$ cat src/rtl/sobrc_pkg.sv
// Package for the second-order byte recurrence checksum: state type, constants, helpers.
package sobrc_pkg;

    localparam int unsigned ByteW  = 8;
    localparam int unsigned TermW  = 16;
    localparam int unsigned FactW  = ByteW + 1;          // byte + alpha
    localparam int unsigned ProdAW = FactW + TermW;      // (byte + alpha) * newer
    localparam int unsigned ProdBW = ByteW + TermW;      // beta * older

    localparam logic [TermW-1:0]   Modulus    = 16'hFFFF;
    localparam logic [ByteW-1:0]   FirstBias  = 8'd7;
    localparam logic [ByteW-1:0]   AlphaMul   = 8'd17;
    localparam logic [ByteW-1:0]   BetaMul    = 8'd31;
    localparam logic [TermW-1:0]   OlderReset = 16'd1;
    localparam logic [TermW-1:0]   NewerReset = 16'd0;

    typedef struct packed {
        logic             first_pending;
        logic [ByteW-1:0] byte_position;
        logic [TermW-1:0] older_term;
        logic [TermW-1:0] newer_term;
    } sobrc_state_t;

    localparam sobrc_state_t StateReset = '{
        first_pending: 1'b1,
        byte_position: '0,
        older_term:    OlderReset,
        newer_term:    NewerReset
    };

    // Low byte of pos * k.
    function automatic logic [ByteW-1:0] pos_mul(input logic [ByteW-1:0] pos,
                                                 input logic [ByteW-1:0] k);
        logic [2*ByteW-1:0] p;
        begin
            p = {{ByteW{1'b0}}, pos} * {{ByteW{1'b0}}, k};
            return p[ByteW-1:0];
        end
    endfunction

    // x mod 65535 by end-around fold: 2^16 is 1 mod 65535.
    function automatic logic [TermW-1:0] fold_mod(input logic [ProdAW-1:0] x);
        logic [TermW:0] s;
        begin
            s = {{(2*TermW+1-ProdAW){1'b0}}, x[ProdAW-1:TermW]} + {1'b0, x[TermW-1:0]};
            if (s >= {1'b0, Modulus})
                return TermW'(s - {1'b0, Modulus});
            else
                return s[TermW-1:0];
        end
    endfunction

endpackage

$ cat src/rtl/sobrc_term_unit.sv
// Next recurrence term and next state from one byte and the current state.
module sobrc_term_unit
(
    input  logic [sobrc_pkg::ByteW-1:0] data_byte,
    input  sobrc_pkg::sobrc_state_t     cur,
    output sobrc_pkg::sobrc_state_t     nxt
);

    logic [sobrc_pkg::ByteW-1:0]  alpha;
    logic [sobrc_pkg::ByteW-1:0]  beta;
    logic [sobrc_pkg::FactW-1:0]  fact_a;
    logic [sobrc_pkg::ProdAW-1:0] prod_a;
    logic [sobrc_pkg::ProdBW-1:0] prod_b;
    logic [sobrc_pkg::ProdAW-1:0] prod_b_ext;
    logic                         a_ge_b;
    logic [sobrc_pkg::ProdAW-1:0] diff;
    logic [sobrc_pkg::TermW-1:0]  diff_mod;
    logic [sobrc_pkg::TermW-1:0]  term;

    assign alpha  = sobrc_pkg::pos_mul(cur.byte_position, sobrc_pkg::AlphaMul);
    assign beta   = sobrc_pkg::pos_mul(cur.byte_position, sobrc_pkg::BetaMul);
    assign fact_a = {1'b0, data_byte} + {1'b0, alpha};
    assign prod_a = sobrc_pkg::ProdAW'(fact_a) * sobrc_pkg::ProdAW'(cur.newer_term);
    assign prod_b = sobrc_pkg::ProdBW'(beta) * sobrc_pkg::ProdBW'(cur.older_term);

    assign prod_b_ext = sobrc_pkg::ProdAW'(prod_b);
    assign a_ge_b     = prod_a >= prod_b_ext;
    assign diff       = a_ge_b ? (prod_a - prod_b_ext) : (prod_b_ext - prod_a);
    assign diff_mod   = sobrc_pkg::fold_mod(diff);

    // Negative difference wraps mod 2^64, which is 1 - d mod 65535.
    always_comb
    begin
        if (a_ge_b)
            term = diff_mod;
        else if (diff_mod <= sobrc_pkg::TermW'(1))
            term = sobrc_pkg::TermW'(1) - diff_mod;
        else
            term = sobrc_pkg::TermW'(0) - diff_mod;
    end

    always_comb
    begin
        if (cur.first_pending)
        begin
            nxt.first_pending = 1'b0;
            nxt.byte_position = sobrc_pkg::ByteW'(1);
            nxt.older_term    = sobrc_pkg::OlderReset;
            nxt.newer_term    = sobrc_pkg::TermW'(data_byte) +
                                sobrc_pkg::TermW'(sobrc_pkg::FirstBias);
        end
        else
        begin
            nxt.first_pending = 1'b0;
            nxt.byte_position = cur.byte_position + sobrc_pkg::ByteW'(1);
            nxt.older_term    = cur.newer_term;
            nxt.newer_term    = term;
        end
    end

endmodule

$ cat src/rtl/second_order_byte_recurrence_checksum.sv
// Top level of the second-order byte recurrence checksum: item register, state, result register.
// A byte accepted into the item register is folded into the state when it advances; for a
//   last byte the checksum is loaded into the result register and presented on out_valid.
// Throughput: one byte per cycle, unless a last byte waits on a full result register; the
//   term update (one 9x16 and one 8x16 multiply, subtract and mod-65535 fold) is combinational.
// Reset (rst_n low, asynchronous): item and result registers empty, state cleared so the
//   next byte starts a new message.
module second_order_byte_recurrence_checksum
(
    input  logic                        clk,
    input  logic                        rst_n,
    input  logic                        in_valid,
    output logic                        in_ready,
    input  logic [sobrc_pkg::ByteW-1:0] data_byte,
    input  logic                        last_byte,
    output logic                        out_valid,
    input  logic                        out_ready,
    output logic [sobrc_pkg::TermW-1:0] checksum
);

    // Input item register: one byte waiting to be folded into the state.
    logic                        item_valid_reg;
    logic                        item_valid_next;
    logic [sobrc_pkg::ByteW-1:0] item_byte_reg;
    logic                        item_last_reg;

    // Running recurrence state.
    sobrc_pkg::sobrc_state_t     state_reg;
    sobrc_pkg::sobrc_state_t     state_next;
    sobrc_pkg::sobrc_state_t     step_state;

    // Result register: holds a finished checksum until taken.
    logic                        out_valid_reg;
    logic                        out_valid_next;
    logic [sobrc_pkg::TermW-1:0] checksum_reg;

    logic                        advance;
    logic                        in_take;

    sobrc_term_unit u_term
    (
        .data_byte (item_byte_reg),
        .cur       (state_reg),
        .nxt       (step_state)
    );

    // A non-last byte only touches state, so it never waits on the output side.
    // A last byte needs the result register free or being emptied this cycle.
    assign advance  = item_valid_reg && (!item_last_reg || !out_valid_reg || out_ready);
    assign in_ready = !item_valid_reg || advance;
    assign in_take  = in_valid && in_ready;

    always_comb
    begin
        item_valid_next = item_valid_reg;
        if (in_take)
            item_valid_next = 1'b1;
        else if (advance)
            item_valid_next = 1'b0;
    end

    always_comb
    begin
        state_next = state_reg;
        if (advance)
        begin
            if (item_last_reg)
                state_next = sobrc_pkg::StateReset;
            else
                state_next = step_state;
        end
    end

    always_comb
    begin
        out_valid_next = out_valid_reg;
        if (advance && item_last_reg)
            out_valid_next = 1'b1;
        else if (out_ready)
            out_valid_next = 1'b0;
    end

    always_ff @(posedge clk or negedge rst_n)
    begin
        if (!rst_n)
        begin
            item_valid_reg <= 1'b0;
            out_valid_reg  <= 1'b0;
            state_reg      <= sobrc_pkg::StateReset;
        end
        else
        begin
            item_valid_reg <= item_valid_next;
            out_valid_reg  <= out_valid_next;
            state_reg      <= state_next;
        end
    end

    // Payload registers, no reset.
    always_ff @(posedge clk)
    begin
        if (in_take)
        begin
            item_byte_reg <= data_byte;
            item_last_reg <= last_byte;
        end
        if (advance && item_last_reg)
            checksum_reg <= step_state.newer_term;
    end

    assign out_valid = out_valid_reg;
    assign checksum  = checksum_reg;

`ifndef ASSERT_OFF
    a_last_makes_result: assert property (@(posedge clk) disable iff (!rst_n)
        advance && item_last_reg |=> out_valid)
        else $error("last item advanced but no result presented");

    a_last_clears_state: assert property (@(posedge clk) disable iff (!rst_n)
        advance && item_last_reg |=> state_reg.first_pending)
        else $error("state not cleared after last item");

    a_blocked_last_holds: assert property (@(posedge clk) disable iff (!rst_n)
        item_valid_reg && item_last_reg && out_valid_reg && !out_ready |-> !in_ready)
        else $error("input taken while last item is blocked");

    a_checksum_range: assert property (@(posedge clk) disable iff (!rst_n)
        out_valid |-> checksum != sobrc_pkg::Modulus)
        else $error("checksum outside modulus range");
`endif

endmodule

$ cat config.mk
export PLATFORM = sky130hd
export DESIGN_NAME = second_order_byte_recurrence_checksum
export DESIGN_NICKNAME = d
export VERILOG_FILES = /design/src/rtl/sobrc_pkg.sv /design/src/rtl/sobrc_term_unit.sv /design/src/rtl/second_order_byte_recurrence_checksum.sv
export SDC_FILE = /design/constraint.sdc
export NUM_CORES = 1
export LEC_CHECK = 0
export ABC_AREA = 0
export BUFFER_PORTS_ARGS = -buffer_cell sky130_fd_sc_hd__buf_2
export CORE_UTILIZATION = 37
export CTS_BUF_LIST = sky130_fd_sc_hd__clkbuf_4
export DETAILED_ROUTE_END_ITERATION = 10
export PLACE_DENSITY = 0.63
export SETUP_SLACK_MARGIN = 0.2
export SLEW_MARGIN = 20
export SYNTH_ARGS = -nofsm -noshare
export SYNTH_HDL_FRONTEND = slang
export SYNTH_SLANG_ARGS = --single-unit
$ cat constraint.sdc
create_clock -name clk -period 23.3 [get_ports clk]
set_input_delay 4.66 -clock clk [delete_from_list [all_inputs] [get_ports clk]]
set_output_delay 4.66 -clock clk [all_outputs]
set_load 0.05 [all_outputs]
==> flow_summary.toml <==
[sta]
final.min_clock_period_ns = 15.63
fin_crit_sh = 0.671
grt_setup_unrepaired = "no"
finalHoldViolCount = 0
fmax_mhz = 64.0
tightest_slew_ns = 1.11
relSlewSlack = 0.260
tns_ns = 0
skew_ns = 0.0195
setup_viol = 0
slew_viol_final = 0

[finish]
fin_util = 0.399
fin_nets = 2331
largest_register_ffs = 41
multi_input_area_sq_um = 13200
diodes = 0
drive_above_1_share = 0.0557
fillers = 4422
area_growth_syn_to_layout_pct = 5.42
ff_latch_area_sq_um = 1830

[yosys]
ys_seq_area_frac = 0.111
syn_avg_cell_area_sq_um = 8.34
synth.distinct_cells = 91
synth_warnings = 0
synth_ff_type = "dfrtp_1"
synth_edf_count = 25
ys_ff_latch = 68
syn_inst = 1972
synth-async-reset-ratio = 0.632
netlist_area_sq_um = 16400
syn_nets = 2352

[floorplanning]
ios = 31
die_h_um = 213
num_rows = 76
fp.dieArea_sq_um = 45300
core_area_sq_um = 43500
die_w_um = 213
start_util = 0.378

[worst_setup_path]
crit_slowest_cell = "fa_1"
start_kind = "flop"
arrival_ns = 15.87
end_kind = "flop"
critPathRequiredTime_ns = 23.53
crit_type = "flop to flop"
r2r_setup_slack_ns = 7.67
slowest_delay_ns = 0.59
cp_max_fo = 25

[routing]
detail-route-antenna-nets = 0
drc = 0
vias = 13600
first_iter_violations = 1052
wl_per_cell_um = 18.0
routed_wirelength_um = 45600
firstDrtPassIters = 5
vias_per_cell = 5.36

[cts]
cts_max_level = 3
postCtsSetupRepairBufs = 0
cts_buffer_depth = 2
holdBufCountCts = 0
cts_buffers = 9
cts_tree = "built"
clk_latency_ns = 0.47
cts_resized = 0
clkTransAtPathRegs_ns = 0.14
cts-root-buf = "clkbuf_4"
clkSinkCount = 68

[outcome]
status = "finished, final reports clean"

[grt]
grt_pass1_vias = 13800
overflow = 0
grtUsageTotal = 0.209
grt_pass1_wl_um = 74100
grt_max_degree = 44
antenna_found_initial = 0

[placement]
dp_hpwl_um = 36800
gp_congestion = 0.882
io_buffers = 30

[job]
maxCapViolations = 0

[min_path]
worstHoldPathType = "flop to flop"
==> Yosys cell counts, types with 6 or more instances <==
cell / count / area, sq um
inv_1: 303 / 1140
nand2_1: 222 / 833
fa_1: 197 / 3940
ha_1: 170 / 2130
and2_1: 142 / 888
a21oi_1: 100 / 500
xnor2_1: 81 / 709
nor2_1: 78 / 293
o21ai_0: 74 / 370
clkbuf_1: 59 / 221
a21o_1: 44 / 330
nand3_1: 43 / 215
dfrtp_1: 41 / 1030
xor2_1: 36 / 315
nor2b_1: 35 / 219
o21bai_1: 29 / 218
edfxtp_1: 25 / 751
nor3_1: 20 / 100
nand2b_1: 18 / 113
mux2i_1: 17 / 170
nand4_1: 16 / 100
a31oi_1: 15 / 93.8
o21a_1: 13 / 97.6
or3_1: 10 / 62.6
a211oi_1: 9 / 67.6
a31o_2: 9 / 78.8
and3_1: 9 / 56.3
buf_2: 9 / 45.0
buf_1: 8 / 30.0
o2111ai_1: 8 / 70.1
o21ai_1: 8 / 40.0
a22o_1: 7 / 61.3
o31ai_1: 7 / 52.6
a211o_1: 6 / 52.6
==> kinds of logic (layout without fill, tap and decap cells) <==
group / after synthesis / count (layout) / synth area share
xor+xnor: 117 / 117 / 0.0623
simple gates: 627 / 627 / 0.193
compound gates: 393 / 393 / 0.165
fa+ha+maj: 367 / 367 / 0.369
flops: 68 / 68 / 0.111
buf+inv: 382 / 366 / 0.0884
mux: 18 / 18 / 0.0110
==> worst paths after layout <==
check	from	endpoint	cells past startpoint
min	state_reg[16]$_DFFE_PN1P_	state_reg[16]$_DFFE_PN1P_	2
max reg2reg	state_reg[32]$_DFFE_PN0P_	checksum[15]$_DFFE_PP_	58
max	state_reg[32]$_DFFE_PN0P_	checksum[15]$_DFFE_PP_	58
min in group asynchronous	rst_n	state_reg[34]$_DFFE_PN0P_	2
min reg2reg	state_reg[16]$_DFFE_PN1P_	state_reg[16]$_DFFE_PN1P_	2
max in group asynchronous	rst_n	state_reg[23]$_DFFE_PN0P_	2
==> layer usage <==
metal,global-route usage,wire length [um],vias up
met5,0,0,-
met4,0.0675,1460,0
met3,0.0275,2450,71
met2,0.351,21700,405
met1,0.276,20000,6703
li1,-,-,6449
==> per-stage QoR <==
step | hold slack, ns | setup slack (ns) | std cells | instance area [sq um]
4_1_cts | 0.542 | 7.88 | 2541 | 17300
3_5_place_dp | 0.524 | 7.98 | 2525 | 17200
5_1_grt | 0.592 | 6.40 | 2541 | 17300
6_report | 0.542 | 7.67 | 2541 | 17300
2_1_floorplan | 0.460 | 9.09 | 1972 | 16400
3_3_place_gp | 0.517 | 8.13 | 2525 | 17200
==> layout by cell type, fill, tap and decap left out, types with 36 or more instances in the layout <==
cell,synthesis,layout
inv_1,303,303
nand2_1,222,222
fa_1,197,197
ha_1,170,170
and2_1,142,142
a21oi_1,100,100
nor2_1,78,78
xnor2_1,81,77
o21ai_0,74,74
a21o_1,44,44
nand3_1,43,43
dfrtp_1,41,41
xor2_1,36,36
==> area by class of cell <==
type	instances	area share
Timing Repair Buffer	46	0.0156
Clock inverter	7	0.00570
Clock buffer	9	0.00390
Sequential cell	68	0.106
Tap cell	585	0.0422
Multi-Input combinational cell	1522	0.761
Inverter	304	0.0658
==> worst max-delay path: cells and delay by family (launching register included) <==
kind	cells	cell delay, ns
AO/OA/AOI/OAI	29	6.47
adder cells (fa/ha/maj)	10	4.62
AND/OR/NAND/NOR	9	2.12
buffers and inverters	6	0.99
XOR/XNOR	3	0.55
flip-flops	1	0.39
multiplexers	1	0.21
Power is not shown: default switching activity piles up to over one toggle a cycle in this logic, so the estimate is an artifact.
